--- src/rtl/kdlpr_pkg.sv ---
// ----------------------------------------------------------------------------
// kdlpr_pkg
// Types and constants for the key debouncer with long press and auto repeat.
// ----------------------------------------------------------------------------
package kdlpr_pkg;

    // auto-repeat checks per tick (1..8)
    localparam int REPEAT_CHECKS = 2;

    localparam int HOLD_W     = 10;
    localparam int LIMIT_W    = 8;
    localparam int RCOUNT_W   = 9;
    localparam int KEY_W      = 2;
    localparam int CFG_DATA_W = 10;
    // holds a count of up to eight repeats
    localparam int REPS_CNT_W = 4;

    localparam int S_TDATA_W = 8;
    localparam int M_TDATA_W = 16;
    localparam int M_USED_W  = 9;

    localparam logic [HOLD_W-1:0]  HOLD_RESET  = 10'd75;
    localparam logic [LIMIT_W-1:0] LIMIT_RESET = 8'd10;

    typedef enum logic [1:0] {
        PH_IDLE = 2'd0,
        PH_DOWN = 2'd1,
        PH_SURE = 2'd2,
        PH_WAIT = 2'd3
    } phase_t;

    typedef enum logic [KEY_W-1:0] {
        KC_NONE  = 2'd0,
        KC_POWER = 2'd1,
        KC_GEAR  = 2'd2
    } key_t;

    typedef enum logic {
        REG_HOLD_TICKS   = 1'b0,
        REG_REPEAT_LIMIT = 1'b1
    } cfg_reg_t;

endpackage

--- src/rtl/key_debounce_long_press_repeat.sv ---
// ----------------------------------------------------------------------------
// key_debounce_long_press_repeat
// Four-phase key debouncer with press, click, long-press and repeat events.
// ----------------------------------------------------------------------------
// Usage:
//   Input stream (s_*): one transaction per scan tick, carrying the raw power
//   and gear key levels. Power wins when both are down.
//   Output stream (m_*): exactly one transaction per input transaction with
//   the phase after the tick and the events raised on that tick.
//   Config port: cfg_we/cfg_index/cfg_wdata write hold_ticks (index 0) or
//   repeat_limit (index 1); write only while no tick is in flight.
// Timing:
//   The result is registered when the tick is accepted. One tick per cycle
//   is sustained while the output is not stalled; the debounce state and the
//   repeat counter update together, the repeat checks being a short chain of
//   REPEAT_CHECKS (two) 9-bit increment/compare steps.
// Reset:
//   aresetn low clears the phase, all flags and counters, empties the output
//   register and restores hold_ticks to 75 and repeat_limit to 10.
// Stall:
//   While a result waits with m_tready low, s_tready is low; the tick that
//   frees the output register may be accepted in the same cycle.
// ----------------------------------------------------------------------------
module key_debounce_long_press_repeat
    import kdlpr_pkg::*;
(
    input  logic                  aclk,
    input  logic                  aresetn,

    input  logic                  cfg_we,
    input  logic                  cfg_index,
    input  logic [CFG_DATA_W-1:0] cfg_wdata,

    input  logic                  s_tvalid,
    output logic                  s_tready,
    // [0] power_pressed, [1] gear_pressed, [7:2] zero
    input  logic [S_TDATA_W-1:0]  s_tdata,

    output logic                  m_tvalid,
    input  logic                  m_tready,
    // [1:0] debounce_phase, [2] press_event, [3] click_event, [4] long_event,
    // [6:5] repeat_events, [8:7] event_key, [15:9] zero
    output logic [M_TDATA_W-1:0]  m_tdata
);

    logic [HOLD_W-1:0]   hold_ticks_reg;
    logic [LIMIT_W-1:0]  repeat_limit_reg;

    phase_t              phase_reg, phase_next;
    logic [KEY_W-1:0]    previous_key_reg;
    logic [HOLD_W-1:0]   hold_count_reg, hold_count_next;
    logic                short_flag_reg, short_flag_next;
    logic                long_flag_reg, long_flag_next;
    logic                click_pending_reg, click_pending_next;
    logic [KEY_W-1:0]    latched_key_reg, latched_key_next;
    logic [RCOUNT_W-1:0] repeat_count_reg, repeat_count_next;

    logic                m_tvalid_reg;
    logic [M_USED_W-1:0] m_data_reg;

    logic [KEY_W-1:0]    key_cur;
    logic                press_ev, click_ev, long_ev;
    logic [1:0]          repeat_ev;
    logic [KEY_W-1:0]    event_key;
    logic                in_accept;

    assign s_tready  = !m_tvalid_reg || m_tready;
    assign in_accept = s_tvalid && s_tready;
    assign m_tvalid  = m_tvalid_reg;
    assign m_tdata   = {{(M_TDATA_W-M_USED_W){1'b0}}, m_data_reg};

    always_comb begin
        if (s_tdata[0]) begin
            key_cur = KC_POWER;
        end else if (s_tdata[1]) begin
            key_cur = KC_GEAR;
        end else begin
            key_cur = KC_NONE;
        end
    end

    // phase transition and hold counter
    always_comb begin
        phase_next      = phase_reg;
        hold_count_next = hold_count_reg;
        case (phase_reg)
            PH_IDLE: begin
                hold_count_next = '0;
                if (key_cur != KC_NONE) begin
                    phase_next = PH_DOWN;
                end
            end
            PH_DOWN: begin
                phase_next = (previous_key_reg == key_cur) ? PH_SURE : PH_IDLE;
            end
            PH_SURE: begin
                if (key_cur == previous_key_reg) begin
                    if (hold_count_reg < hold_ticks_reg) begin
                        hold_count_next = hold_count_reg + 1'b1;
                    end else begin
                        phase_next = PH_WAIT;
                    end
                end else begin
                    phase_next = PH_IDLE;
                end
            end
            PH_WAIT: begin
                if (key_cur != previous_key_reg) begin
                    phase_next = PH_IDLE;
                end
            end
            default: begin
                phase_next = PH_IDLE;
            end
        endcase
    end

    // flags, repeat counter and events for the phase just entered
    always_comb begin
        logic [RCOUNT_W-1:0]   rc;
        logic [REPS_CNT_W-1:0] reps;
        short_flag_next    = short_flag_reg;
        long_flag_next     = long_flag_reg;
        click_pending_next = click_pending_reg;
        latched_key_next   = latched_key_reg;
        press_ev           = 1'b0;
        click_ev           = 1'b0;
        long_ev            = 1'b0;
        event_key          = KC_NONE;
        rc                 = repeat_count_reg;
        reps               = '0;
        case (phase_next)
            PH_SURE: begin
                if (!short_flag_reg) begin
                    short_flag_next    = 1'b1;
                    click_pending_next = 1'b1;
                    latched_key_next   = key_cur;
                    press_ev           = 1'b1;
                    event_key          = key_cur;
                end
            end
            PH_IDLE: begin
                short_flag_next = 1'b0;
                long_flag_next  = 1'b0;
                rc              = '0;
                if (click_pending_reg) begin
                    click_pending_next = 1'b0;
                    click_ev           = 1'b1;
                    event_key          = latched_key_reg;
                    latched_key_next   = KC_NONE;
                end
            end
            PH_WAIT: begin
                if (!long_flag_reg) begin
                    long_flag_next     = 1'b1;
                    click_pending_next = 1'b0;
                    long_ev            = 1'b1;
                end
                for (int i = 0; i < REPEAT_CHECKS; i++) begin
                    rc = rc + 1'b1;
                    if (rc > {1'b0, repeat_limit_reg}) begin
                        rc   = '0;
                        reps = reps + 1'b1;
                    end
                end
                if (long_ev) begin
                    event_key = key_cur;
                end else if (reps != '0) begin
                    event_key = latched_key_reg;
                end
            end
            default: begin
            end
        endcase
        repeat_count_next = rc;
        repeat_ev = (reps > REPS_CNT_W'(3)) ? 2'd3 : reps[1:0];
    end

    always_ff @(posedge aclk) begin
        if (!aresetn) begin
            hold_ticks_reg   <= HOLD_RESET;
            repeat_limit_reg <= LIMIT_RESET;
        end else if (cfg_we) begin
            case (cfg_index)
                REG_HOLD_TICKS:   hold_ticks_reg   <= cfg_wdata[HOLD_W-1:0];
                REG_REPEAT_LIMIT: repeat_limit_reg <= cfg_wdata[LIMIT_W-1:0];
                default: begin
                end
            endcase
        end
    end

    always_ff @(posedge aclk) begin
        if (!aresetn) begin
            phase_reg         <= PH_IDLE;
            previous_key_reg  <= KC_NONE;
            hold_count_reg    <= '0;
            short_flag_reg    <= 1'b0;
            long_flag_reg     <= 1'b0;
            click_pending_reg <= 1'b0;
            latched_key_reg   <= KC_NONE;
            repeat_count_reg  <= '0;
        end else if (in_accept) begin
            phase_reg         <= phase_next;
            previous_key_reg  <= key_cur;
            hold_count_reg    <= hold_count_next;
            short_flag_reg    <= short_flag_next;
            long_flag_reg     <= long_flag_next;
            click_pending_reg <= click_pending_next;
            latched_key_reg   <= latched_key_next;
            repeat_count_reg  <= repeat_count_next;
        end
    end

    always_ff @(posedge aclk) begin
        if (!aresetn) begin
            m_tvalid_reg <= 1'b0;
        end else if (in_accept) begin
            m_tvalid_reg <= 1'b1;
        end else if (m_tready) begin
            m_tvalid_reg <= 1'b0;
        end
    end

    always_ff @(posedge aclk) begin
        if (in_accept) begin
            m_data_reg <= {event_key, repeat_ev, long_ev, click_ev, press_ev, phase_next};
        end
    end

endmodule

--- config.mk ---
export PLATFORM = sky130hd
export DESIGN_NAME = key_debounce_long_press_repeat
export DESIGN_NICKNAME = d
export VERILOG_FILES = /design/src/rtl/kdlpr_pkg.sv /design/src/rtl/key_debounce_long_press_repeat.sv
export SDC_FILE = /design/constraint.sdc
export NUM_CORES = 1
export LEC_CHECK = 0
export BUFFER_PORTS_ARGS = -buffer_cell sky130_fd_sc_hd__buf_2
export CAP_MARGIN = 15
export CORE_ASPECT_RATIO = 0.8
export CORE_MARGIN = 2
export CORE_UTILIZATION = 35
export CTS_CLUSTER_SIZE = 16
export DETAILED_ROUTE_END_ITERATION = 8
export PLACE_DENSITY = 0.5
export SLEW_MARGIN = 20
export SYNTH_ARGS = -nofsm -noshare
export SYNTH_HDL_FRONTEND = slang
export SYNTH_SLANG_ARGS = --single-unit
export TNS_END_PERCENT = 50
--- constraint.sdc ---
create_clock -name aclk -period 10.3 [get_ports aclk]
set_clock_uncertainty 0.2 [all_clocks]
set_input_delay 0 -clock aclk [delete_from_list [all_inputs] [get_ports aclk]]
set_output_delay 0 -clock aclk [all_outputs]
set_load 0.01 [all_outputs]
==> impl_metrics.tcl <==
set metrics [dict create \
    grt_overflow 0 \
    synth_area_per_cell_um2 8.540 \
    rsz0062_at_grt "no" \
    io_buffer_count 28 \
    cp.required_ns 10.16 \
    ys_warn_count 0 \
    antennaDiodeCount 0 \
    yosysMostFrequentCell "nand2_1" \
    synth_area_um2 3476 \
    die_w_um 115.4 \
    clock_path_buffers 2 \
    viasPerCell 4.983 \
    ys_ff_latch 56 \
    grt_max_degree 38 \
    clkSinkCount 56 \
    synth_edf_count 9 \
    synth_flop_cell "dfxtp_1" \
    root_buffer "clkbuf_16" \
    worstSetupPathType "flop to flop" \
    grt_pass1_vias 2731 \
    startpoint_type "flop" \
    p_per_area_nw_per_um2 115.1 \
    synthArstFlopShare_pct 0 \
    slew_headroom_pct 41.57 \
    cts_inserted_buffers 5 \
    setup_viol 0 \
    drc_errors 0 \
    dp_slack_ns 4.187 \
    period_share_pct 59.62 \
    std_cell_rows 32 \
    netlist_top_cells_area "dfxtp_1 27%, ha_1 12%, edfxtp_1 7.8%" \
    layout_setup_ws_ns 4.159 \
    arrival_ns 6.00 \
    finalPower_uw 462.2 \
    post_cts_buffers 0 \
    dp_hpwl_um 5888 \
    ys_seq_area_share_pct 34.85 \
    coreArea_um2 9649 \
    final_antenna_net_count 0 \
    synthCells 407 \
    path_clk_slew_ns 0.07 \
    cp_max_fo 11 \
    yosysTopAreaCell "dfxtp_1" \
    total_leakage_power_nw 1.604 \
    cts_tree "built" \
    finalHoldViolCount 0 \
    tightestPinTransition_ns 0.8747 \
    cts-resized-gates 0 \
    nNetsFinal 502 \
    max-cap-violations 0 \
    io_pins 42 \
    routedWlPerCell_um 13.39 \
    grt_usage_pct 15.74 \
    antenna_found_initial 0 \
    hold_class "input pin to flop" \
    grt_pass1_wl_um 13340 \
    synth_common_cells "61 x nand2_1, 47 x dfxtp_1, 34 x ha_1" \
    drtIter0Drc 114 \
    synth_top_area_share_pct 27.07 \
    dr.pass1.iters 4 \
    die_height_um 93.14 \
    via_count 2895 \
    floorplan.initialDensity_pct 36.02 \
    drive_above_1_share_pct 9.888 \
    yosysUniqueCellTypes 58 \
    die_area_um2 10750 \
    gp_congestion 0.8239 \
    area_delta_synth_final_pct 15.55 \
    htree_levels 2 \
    setup_tns_ns 0 \
    worstSkewPairLatency_ns 0.30 \
    vdd_drop_max_mv 0.04724 \
    wirelength_um 7782 \
    finalMaxSlewViolations 0 \
    fmax_ghz 0.1629 \
    period_minus_slack_ns 6.141 \
    cp-end-kind "flop" \
    status "finished, final reports clean" \
]
cells by family (layout without fill, tap and decap cells):
group,Yosys count,after routing,share of synthesized area [%]
fa+ha+maj,34,34,12.24
simple gates,149,149,21.17
flops,56,56,34.85
buf+inv,55,87,6.731
other cells,1,7,0.1079
xor+xnor,15,15,3.780
compound gates,96,96,20.84
mux,1,1,0.2880
worst max-delay path, stage by stage, from the launching register on:
cell and delay, ns:
dfxtp_1 0.57, ha_1 0.35, nand3_1 0.22, nor2_1 0.19, xnor2_1 0.22, inv_1 0.09, ha_1 0.32, a22oi_1 0.17
o211ai_1 0.11, o221ai_1 0.28, and2_1 0.29, inv_2 0.13, nor2_1 0.21, ha_1 0.22, inv_1 0.07, a221oi_2 0.33
xor2_1 0.12, nor2_1 0.24, ha_1 0.30, o21a_1 0.18, o22ai_1 0.20, a31oi_1 0.09, a41oi_1 0.30, ha_1 0.21
o21bai_1 0.10, a22oi_1 0.15, nor2_1 0.06
through the flow:
step	hold slack [ns]	utilization (%)	cells	instance area, um2
floorplan	-0.07603	-	413	3498
CTS	0.007102	41.62	581	4016
global placement	0.05632	38.41	556	3706
global route	0.04425	41.62	581	4016
finish	0.005157	41.62	581	4016
detailed placement	0.05579	38.41	556	3706
worst paths after layout:
path / start / to / slack (ns) / cells after the start
worst max-delay path: repeat_count_reg[0] / m_data_reg[7] / 4.16 / 26
worst min-delay path: aresetn / repeat_limit_reg[3] / 0.005 / 2
worst max register to register: repeat_count_reg[0] / m_data_reg[7] / 4.16 / 26
worst min register to register: latched_key_reg[0] / latched_key_reg[0] / 0.27 / 2
per-layer routing:
layer / global-route usage [%] / wire, um / up-vias
li1: - / - / 1492
met1: 22.92 / 4143 / 1352
met2: 23.29 / 3267 / 44
met3: 2.916 / 260 / 7
met4: 5.120 / 110 / 0
met5: 0 / 0 / -
report_power, final:
part | internal [mW] | switching, mW | total (mW)
combinational | 0.0244 | 0.0345 | 0.0589
sequential | 0.230 | 0.00429 | 0.234
clock | 0.0897 | 0.0792 | 0.169
total | 0.344 | 0.118 | 0.462
what timing repair did:
item	CTS	global route
endpoints found under the setup margin	0	0
hold buffers	17	0
hold endpoints to repair	24	0
cell usage in the layout, fill, tap and decap left out, drive strengths merged, types with 8 or more instances in the layout:
cell         Yosys  layout
dlygate4sd3      0      17
o21ai           15      15
inv             33      33
nand3           10      10
a21boi          20      20
nor2            22      22
buf             10      29
dfxtp           47      47
nand4            8       8
ha              34      34
nor2b            8       8
edfxtp           9       9
xnor2           10      10
nand2           61      61
a21oi           15      15
layout make-up:
class | instances | area, um2
fillers | 979 | 5633
multi-input cells | 302 | 2053
flip-flops and latches | 56 | 1211
repair buffers | 46 | 317.8
well taps | 136 | 170.2
clock buffers | 6 | 128.9
inverters | 33 | 123.9
clock inverters | 2 | 11.26
(Power assumes the default switching activity.)
